$ cat src/rtl/dcrc_pkg.sv
// Shared types and constants for the digit-coded radix converter.
package dcrc_pkg;

   // operand and result width, stream data width, BCD digits of a full operand
   localparam int OPERAND_W  = 60;
   localparam int TDATA_W    = 64;
   localparam int BCD_DIGITS = 19;
   localparam int BCD_W      = 4 * BCD_DIGITS;
   localparam int CNT_W      = $clog2(OPERAND_W + 1);
   localparam int STEP_W     = $clog2(OPERAND_W);

   // conversion selector codes
   localparam logic [1:0] MODE_BIN2VAL = 2'd0;
   localparam logic [1:0] MODE_VAL2BIN = 2'd1;
   localparam logic [1:0] MODE_VAL2OCT = 2'd2;
   localparam logic [1:0] MODE_OCT2VAL = 2'd3;

   // control from the sequencer to the datapath units
   typedef struct packed {
      logic clear;       // start of a new word
      logic bit_step;    // one operand bit (scan phase)
      logic digit_step;  // one BCD digit (digit phase)
      logic octal;       // radix 8 instead of radix 2
   } dcrc_ctrl_type;

   // 10^n, evaluated at elaboration
   function automatic logic [63:0] pow10(input int n);
      logic [63:0] r;
      r = 64'd1;
      for (int i = 0; i < n; i++) begin
         r = r * 64'd10;
      end
      return r;
   endfunction

endpackage

$ cat src/rtl/dcrc_dabble.sv
// Bit-serial binary to BCD converter (shift-and-add-3) with digit shift-out.
module dcrc_dabble (
   input  logic                    clock,
   input  logic                    reset,
   input  dcrc_pkg::dcrc_ctrl_type ctrl,
   input  logic                    bit_in,
   output logic [3:0]              digit_out
);
   import dcrc_pkg::*;

   logic [BCD_W-1:0] bcd_ff, bcd_in;
   logic [BCD_W-1:0] adj;

   // add 3 to every digit of 5 or more before the shift
   always_comb begin
      for (int d = 0; d < BCD_DIGITS; d++) begin
         adj[4*d +: 4] = (bcd_ff[4*d +: 4] >= 4'd5) ? bcd_ff[4*d +: 4] + 4'd3
                                                     : bcd_ff[4*d +: 4];
      end
   end

   // clear, shift in a bit, or shift out the top digit
   always_comb begin
      bcd_in = bcd_ff;
      if (ctrl.clear) begin
         bcd_in = '0;
      end else if (ctrl.bit_step) begin
         bcd_in = {adj[BCD_W-2:0], bit_in};
      end else if (ctrl.digit_step) begin
         bcd_in = {bcd_ff[BCD_W-5:0], 4'b0000};
      end
   end

   always_ff @(posedge clock) begin
      if (reset) begin
         bcd_ff <= '0;
      end else begin
         bcd_ff <= bcd_in;
      end
   end

   assign digit_out = bcd_ff[BCD_W-1 -: 4];

endmodule

$ cat src/rtl/dcrc_horner.sv
// Horner accumulator: times 10 per coded digit, or times radix per BCD digit.
module dcrc_horner (
   input  logic                          clock,
   input  logic                          reset,
   input  dcrc_pkg::dcrc_ctrl_type       ctrl,
   input  logic                          bit_in,
   input  logic [3:0]                    digit_in,
   output logic [dcrc_pkg::OPERAND_W-1:0] acc,
   output logic [dcrc_pkg::CNT_W-1:0]     count
);
   import dcrc_pkg::*;

   logic [OPERAND_W-1:0] acc_ff, acc_in;
   logic [CNT_W-1:0]     cnt_ff, cnt_in;
   logic [1:0]           grp_ff, grp_in;    // octal digit being assembled
   logic [1:0]           phase_ff, phase_in;
   logic                 commit;
   logic [3:0]           d;
   logic [OPERAND_W-1:0] scaled;

   // pick the digit and decide whether this cycle folds it in
   always_comb begin
      commit = 1'b0;
      d      = digit_in;
      if (ctrl.bit_step) begin
         if (ctrl.octal) begin
            commit = (phase_ff == 2'd2);
            d      = {1'b0, grp_ff, bit_in};
         end else begin
            commit = 1'b1;
            d      = {3'b000, bit_in};
         end
      end else if (ctrl.digit_step) begin
         commit = 1'b1;
      end
   end

   // scale the accumulator: x10 for coded output, x2 or x8 for coded input
   always_comb begin
      if (ctrl.bit_step) begin
         scaled = (acc_ff << 3) + (acc_ff << 1);
      end else if (ctrl.octal) begin
         scaled = acc_ff << 3;
      end else begin
         scaled = acc_ff << 1;
      end
   end

   always_comb begin
      acc_in   = acc_ff;
      cnt_in   = cnt_ff;
      grp_in   = grp_ff;
      phase_in = phase_ff;
      if (ctrl.clear) begin
         acc_in   = '0;
         cnt_in   = '0;
         grp_in   = '0;
         phase_in = '0;
      end else begin
         if (ctrl.bit_step) begin
            grp_in   = {grp_ff[0], bit_in};
            phase_in = (phase_ff == 2'd2) ? 2'd0 : phase_ff + 2'd1;
         end
         if (commit) begin
            acc_in = scaled + {{(OPERAND_W-4){1'b0}}, d};
            // count significant coded digits, from the first nonzero one
            if (ctrl.bit_step && (cnt_ff != '0 || d != 4'd0)) begin
               cnt_in = cnt_ff + CNT_W'(1);
            end
         end
      end
   end

   always_ff @(posedge clock) begin
      if (reset) begin
         acc_ff   <= '0;
         cnt_ff   <= '0;
         grp_ff   <= '0;
         phase_ff <= '0;
      end else begin
         acc_ff   <= acc_in;
         cnt_ff   <= cnt_in;
         grp_ff   <= grp_in;
         phase_ff <= phase_in;
      end
   end

   assign acc   = acc_ff;
   assign count = cnt_ff;

endmodule

$ cat src/rtl/digit_coded_radix_converter_top.sv
// Top level of the digit-coded radix converter: sequencer and result register.
//
// Converts one word between a plain value and a number whose decimal digits are
// base-2 or base-8 digits. The operand is walked one bit per cycle, MSB first.
// Value to binary or octal coded folds each coded digit into a x10 accumulator
// during that walk. Binary or octal coded to value first turns the operand into
// 19 BCD digits with a bit-serial shift-and-add-3 register, then walks those
// digits one per cycle through a x2 or x8 accumulator. A result of 10^DIGITS or
// more sets the overflow flag and returns zero. The result sits in an output
// register, so the next word is accepted while an earlier result still waits on
// rsp_tready; a finished conversion holds until that register is free.
module digit_coded_radix_converter_top #(
   parameter int DIGITS = 18
) (
   input  logic                         clock,
   input  logic                         reset,
   input  logic                         req_tvalid,
   output logic                         req_tready,
   input  logic [dcrc_pkg::TDATA_W-1:0] req_tdata,   // [59:0] operand
   input  logic [1:0]                   req_tuser,   // [1:0] req_type
   output logic                         rsp_tvalid,
   input  logic                         rsp_tready,
   output logic [dcrc_pkg::TDATA_W-1:0] rsp_tdata,   // [59:0] converted
   output logic [0:0]                   rsp_tuser    // [0] overflow
);
   import dcrc_pkg::*;

   localparam logic [OPERAND_W-1:0] LIMIT = OPERAND_W'(pow10(DIGITS));

   typedef enum logic [1:0] {
      IDLE,
      SCAN,
      DIGIT,
      DONE
   } state_type;

   state_type             state_ff, state_in;
   logic [OPERAND_W-1:0]  op_ff, op_in;
   logic [1:0]            mode_ff, mode_in;
   logic [STEP_W-1:0]     step_ff, step_in;
   logic                  rsp_valid_ff, rsp_valid_in;
   logic [OPERAND_W-1:0]  rsp_data_ff, rsp_data_in;
   logic                  rsp_ovf_ff, rsp_ovf_in;

   dcrc_ctrl_type         ctrl;
   logic                  to_value;
   logic                  accept;
   logic [3:0]            digit;
   logic [OPERAND_W-1:0]  acc;
   logic [CNT_W-1:0]      count;
   logic                  ovf;

   assign accept   = req_tvalid && req_tready;
   assign to_value = (mode_ff == MODE_BIN2VAL) || (mode_ff == MODE_OCT2VAL);

   // datapath control
   always_comb begin
      ctrl.clear      = accept;
      ctrl.bit_step   = (state_ff == SCAN);
      ctrl.digit_step = (state_ff == DIGIT);
      ctrl.octal      = (mode_ff == MODE_VAL2OCT) || (mode_ff == MODE_OCT2VAL);
   end

   dcrc_dabble u_dabble (
      .clock     (clock),
      .reset     (reset),
      .ctrl      ('{clear: ctrl.clear, bit_step: ctrl.bit_step && to_value,
                    digit_step: ctrl.digit_step, octal: ctrl.octal}),
      .bit_in    (op_ff[OPERAND_W-1]),
      .digit_out (digit)
   );

   dcrc_horner u_horner (
      .clock    (clock),
      .reset    (reset),
      .ctrl     ('{clear: ctrl.clear, bit_step: ctrl.bit_step && !to_value,
                   digit_step: ctrl.digit_step, octal: ctrl.octal}),
      .bit_in   (op_ff[OPERAND_W-1]),
      .digit_in (digit),
      .acc      (acc),
      .count    (count)
   );

   // overflow: too many coded digits, or a value of 10^DIGITS or more
   assign ovf = to_value ? (acc >= LIMIT) : (count > CNT_W'(DIGITS));

   // sequencer and result register
   always_comb begin
      state_in     = state_ff;
      op_in        = op_ff;
      mode_in      = mode_ff;
      step_in      = step_ff;
      rsp_valid_in = rsp_valid_ff && !rsp_tready;
      rsp_data_in  = rsp_data_ff;
      rsp_ovf_in   = rsp_ovf_ff;
      case (state_ff)
         IDLE: begin
            if (accept) begin
               op_in    = req_tdata[OPERAND_W-1:0];
               mode_in  = req_tuser;
               step_in  = '0;
               state_in = SCAN;
            end
         end
         SCAN: begin
            op_in   = {op_ff[OPERAND_W-2:0], 1'b0};
            step_in = step_ff + STEP_W'(1);
            if (step_ff == STEP_W'(OPERAND_W - 1)) begin
               step_in  = '0;
               state_in = to_value ? DIGIT : DONE;
            end
         end
         DIGIT: begin
            step_in = step_ff + STEP_W'(1);
            if (step_ff == STEP_W'(BCD_DIGITS - 1)) begin
               state_in = DONE;
            end
         end
         DONE: begin
            if (!rsp_valid_ff || rsp_tready) begin
               rsp_valid_in = 1'b1;
               rsp_data_in  = ovf ? '0 : acc;
               rsp_ovf_in   = ovf;
               state_in     = IDLE;
            end
         end
         default: begin
            state_in = IDLE;
         end
      endcase
   end

   always_ff @(posedge clock) begin
      if (reset) begin
         state_ff     <= IDLE;
         rsp_valid_ff <= 1'b0;
      end else begin
         state_ff     <= state_in;
         rsp_valid_ff <= rsp_valid_in;
      end
      op_ff       <= op_in;
      mode_ff     <= mode_in;
      step_ff     <= step_in;
      rsp_data_ff <= rsp_data_in;
      rsp_ovf_ff  <= rsp_ovf_in;
   end

   assign req_tready = (state_ff == IDLE);
   assign rsp_tvalid = rsp_valid_ff;
   assign rsp_tdata  = {{(TDATA_W-OPERAND_W){1'b0}}, rsp_data_ff};
   assign rsp_tuser  = rsp_ovf_ff;

endmodule

$ cat config.mk
export PLATFORM = sky130hd
export DESIGN_NAME = digit_coded_radix_converter_top
export DESIGN_NICKNAME = d
export VERILOG_FILES = /design/src/rtl/dcrc_pkg.sv /design/src/rtl/dcrc_dabble.sv /design/src/rtl/dcrc_horner.sv /design/src/rtl/digit_coded_radix_converter_top.sv
export SDC_FILE = /design/constraint.sdc
export NUM_CORES = 1
export LEC_CHECK = 0
export ABC_AREA = 1
export BUFFER_PORTS_ARGS = -buffer_cell sky130_fd_sc_hd__buf_2
export CAP_MARGIN = 20
export CORE_ASPECT_RATIO = 0.8
export CORE_UTILIZATION = 60
export DETAILED_ROUTE_END_ITERATION = 16
export GPL_TIMING_DRIVEN = 0
export PLACE_DENSITY = 0.83
export SLEW_MARGIN = 20
export SYNTH_ARGS = -nofsm -noshare
export SYNTH_HDL_FRONTEND = slang
export SYNTH_SLANG_ARGS = --single-unit
$ cat constraint.sdc
create_clock -name clock -period 8.2 [get_ports clock]
set_clock_uncertainty 0.15 [all_clocks]
set_input_delay 0.82 -clock clock [delete_from_list [all_inputs] [get_ports clock]]
set_output_delay 0.82 -clock clock [all_outputs]
set_load 0.02 [all_outputs]
==> summary.txt <==
GRT
  – Maximum number of pins on one net before global-route repair: 27
  – First-pass GRT wire length: 112.3 mm
  – Initial antenna violation count: 1
  – GRT Resource Usage Total: 38.75%
  – Total gr overflow: 0
  – Via count of the first global-routing pass: 21637

Clocking
  – Worst skew pair latency: 590 ps
  – Number of buffers inserted by post-CTS setup repair: 0
  – Max Root-Sink Buffers: 3
  – CTS Hold Buffers Added: 0
  – Root Buffer Master: clkbuf_16
  – TritonCTS clock tree: built
  – Quantity of gates resized following cts: 0
  – Maximum level of the CTS H-tree: 1
  – Clock edge transition at the registers on the reported setup and hold paths: 60 ps
  – Number of buffers created by CTS: 29
  – Number of clock sinks: 278

Worst setup path
  – Critical Path Start: mode_ff[1]$_DFFE_PP_
  – Capture point of the worst path: u_horner.acc[45]$_SDFFE_PP0P_
  – Sort of element at the end of the critical path: flop
  – Buf+Inv Stages, Crit Path: 7
  – CP startpoint kind: flop
  – Worst reg-to-reg setup slack: 2760 ps
  – Peak per-stage delay on the critical path: 750 ps
  – Total stage count of the critical path: 28
  – Family with the most delay on the worst path: simple AND/OR/NAND/NOR gates
  – Worst reg2reg path depth: 28
  – Worst-path cell with the longest stage delay: buf_1
  – Worst setup path class: flop to flop
  – Maximum fanout count along the critical path: 10
  – Dominant cell type by count on the critical path: nand2_1
  – Data required time of the critical path: 8520 ps
  – Data arrival at the endpoint of the critical path: 5760 ps
  – Terminus of the critical flop-to-flop path: u_horner.acc[45]$_SDFFE_PP0P_
  – R2R Path Start: mode_ff[1]$_DFFE_PP_

Layout
  – Multi-input gate area: 12100 um2
  – Final nets: 3667
  – Area delta synth->final: 10.54%
  – Fraction of final layout cells sized beyond drive strength 1: 9.775%
  – FF/Latch Area: 6857 um2
  – Non-filler instance count after layout: 3982
  – Filler cells: 3082
  – Final core utilization: 68.18%
  – Post-route design area: 23940 um2

Floorplan
  – Die Y: 171.9 um
  – Initial Util: 61.67%
  – Floorplan row count: 61
  – Io pins: 137
  – Die X: 214.4 um
  – Die Footprint: 36860 um2
  – Area of the core: 35110 um2

Min path
  – Path type of the worst min-delay path: input port to flop

Placed design
  – Number of instances in the placed design: 3927
  – DPL Wire Length: 57.01 mm
  – # port buffers: 128
  – Cell area after placement: 23030 um2
  – Routability cong.: 1.071

Synth
  – Number of distinct standard cells referenced by the synthesized netlist: 65
  – Number of synthesized register bits: 278
  – Post-synth ARST share: 0%
  – Sequential fraction of the synthesis area: 31.67%
  – Warnings, synthesis: 0
  – Primary FF master, synth: dfxtp_1
  – Average cell area after synthesis: 6.522 um2
  – Mapped cell area: 21650 um2
  – Synthesized instance count: 3320
  – Count of flip-flops with a built-in enable after synthesis: 129

Timing
  – Pin slew with the least headroom to its limit: 1043 ps
  – Final worst path period share: 66.34%
  – Post-route worst hold slack: 251.9 ps
  – Setup total negative slack: 0 ps
  – Max_slew headroom: 30.20%
  – Setup violations, final: 0
  – Minimum clock period: 5440 ps
  – Count of pins over their slew limit: 0
  – RSZ-0062 raised after global routing: false
  – Final-report hold violation count: 0
  – Top achievable clock speed: 0.1838 GHz

Pwr
  – Switching portion of total power: 48.28%
  – Internal power of the cells: 3719 uW
  – Worst vdd rail ir drop: 0.0002315 V
  – Fraction of power consumed by combinational cells: 48.9%
  – Share of power burned in registers: 33.1%
  – Clock power frac: 17.9%
  – Power density over cell area: 300.4 nW/um2
  – Net Switching: 3471 uW
  – Leakage power of the design: 0.01124 uW

Route
  – Number of detailed-route iterations in the first pass: 7
  – Vias/cell: 5.743
  – Number of vias after detailed routing: 22870
  – Routed wire length per instance: 18.30 um
  – First-iteration detailed-routing DRC count: 2602
  – Number of routed nets with antenna violations: 0
  – Drt drc: 0
  – Final routed wirelength across all metal layers: 72.89 mm

Status
  – Status: complete, no violations

Job
  – Number of violations of the max-capacitance limit: 0
==> state kept, by name (all words and copies together) (netlist names) <==
register	flops
step_ff	6
op_ff	60
state_ff	2
u_horner.phase_ff	2
rsp_data_ff	60
mode_ff	2
u_horner.grp_ff	2
rsp_tvalid	1
u_dabble.bcd_ff	76
u_horner.count	6
rsp_tuser	1
u_horner.acc	60
==> Yosys cell counts, types with 13 or more instances <==
cell / instances / area share [%]
inv_1: 565 / 9.8
nand4_1: 38 / 1.1
a221oi_1: 31 / 1.3
nand3_1: 173 / 4.0
nor2_2: 25 / 0.72
nor2_1: 290 / 5.0
clkbuf_1: 69 / 1.2
inv_2: 27 / 0.47
nand2_1: 924 / 16
o21ai_0: 242 / 5.6
nor3_1: 24 / 0.55
nand2_2: 36 / 1.0
o211ai_1: 19 / 0.66
ha_1: 109 / 6.3
buf_2: 13 / 0.30
nor2_4: 13 / 0.68
a211oi_1: 21 / 0.73
a21oi_1: 227 / 5.2
dfxtp_1: 149 / 14
edfxtp_1: 129 / 18
xor2_1: 57 / 2.3
==> final cells by class <==
| class | count | share of cell area [%] |
|---|---|---|
| clock inverters | 18 | 0.5698 |
| flip-flops and latches | 278 | 28.65 |
| repair buffers | 132 | 3.105 |
| plain buffers | 104 | 2.060 |
| inverters | 599 | 9.404 |
| clock buffers | 36 | 3.183 |
| multi-input cells | 2342 | 50.55 |
| well taps | 472 | 2.467 |
| diodes | 1 | 0.01045 |
==> metrics by stage <==
step	power (uW)	setup slack, ps
after floorplan	4641	2191
after global placement	5593	487.5
after detailed placement	5750	2917
after CTS	7047	2894
after global routing	7600	2524
final	7190	2760
==> per-layer routing <==
| layer | up-vias | part of all wire, % | GRT usage, % |
|---|---|---|---|
| met1 | 10368 | 41 | 50.85 |
| met3 | 258 | 11 | 6.561 |
| li1 | 10970 | - | - |
| met2 | 1274 | 43 | 62.15 |
| met4 | 0 | 5.0 | 19.41 |
| met5 | - | 0 | 0 |
==> cells by family (layout without fill, tap and decap cells) <==
logic type               Yosys count  in the layout  synth area share, %
AO/OA/AOI/OAI                    589            589                15.25
XOR/XNOR                          68             68                2.750
flip-flops                       278            278                31.67
AND/OR/NAND/NOR                 1570           1570                31.16
other                              1              5              0.01732
buffers and inverters            703            889                12.67
adder cells (fa/ha/maj)          111            111                6.483
==> cell usage in the layout (no fill, tap or decap), types with 9 or more instances in the layout <==
cell type / instances
inv_2: 27
a31oi_1: 12
xnor2_1: 11
dfxtp_1: 149
ha_1: 109
nand3b_1: 9
a211oi_1: 21
nor2_2: 25
a221oi_1: 31
nor2_4: 13
nand3_1: 173
nand4_1: 38
clkbuf_1: 75
nand2_2: 36
o211ai_1: 19
buf_4: 9
o21ai_0: 241
xor2_1: 57
nor2_1: 290
buf_2: 141
nor3_1: 24
clkbuf_16: 29
inv_1: 565
nand2_1: 924
a21oi_1: 226
edfxtp_1: 129
nand3_2: 11
clkinv_1: 10
==> power by group through the flow <==
stage          Clock (uW)  Combinational (uW)  Sequential [uW]
2_1_floorplan           0                2360             2280
5_1_grt              1330                3860             2410
3_5_place_dp            0                3380             2370
3_3_place_gp            0                3210             2380
4_1_cts              1290                3410             2350
6_report             1290                3520             2380
==> worst min path at each step <==
stage,endpoint,depth (start not counted),start
global placement,u_horner.grp_ff[1]$_SDFFE_PP0P_,2,u_horner.grp_ff[1]$_SDFFE_PP0P_
floorplan,u_horner.grp_ff[1]$_SDFFE_PP0P_,2,u_horner.grp_ff[1]$_SDFFE_PP0P_
global route,mode_ff[1]$_DFFE_PP_,1,req_tuser[1]
detailed placement,u_horner.grp_ff[0]$_SDFFE_PP0P_,2,u_horner.grp_ff[0]$_SDFFE_PP0P_
CTS,mode_ff[0]$_DFFE_PP_,1,req_tuser[0]
finish,mode_ff[0]$_DFFE_PP_,1,req_tuser[0]
Power figures use the tool's default switching activity.
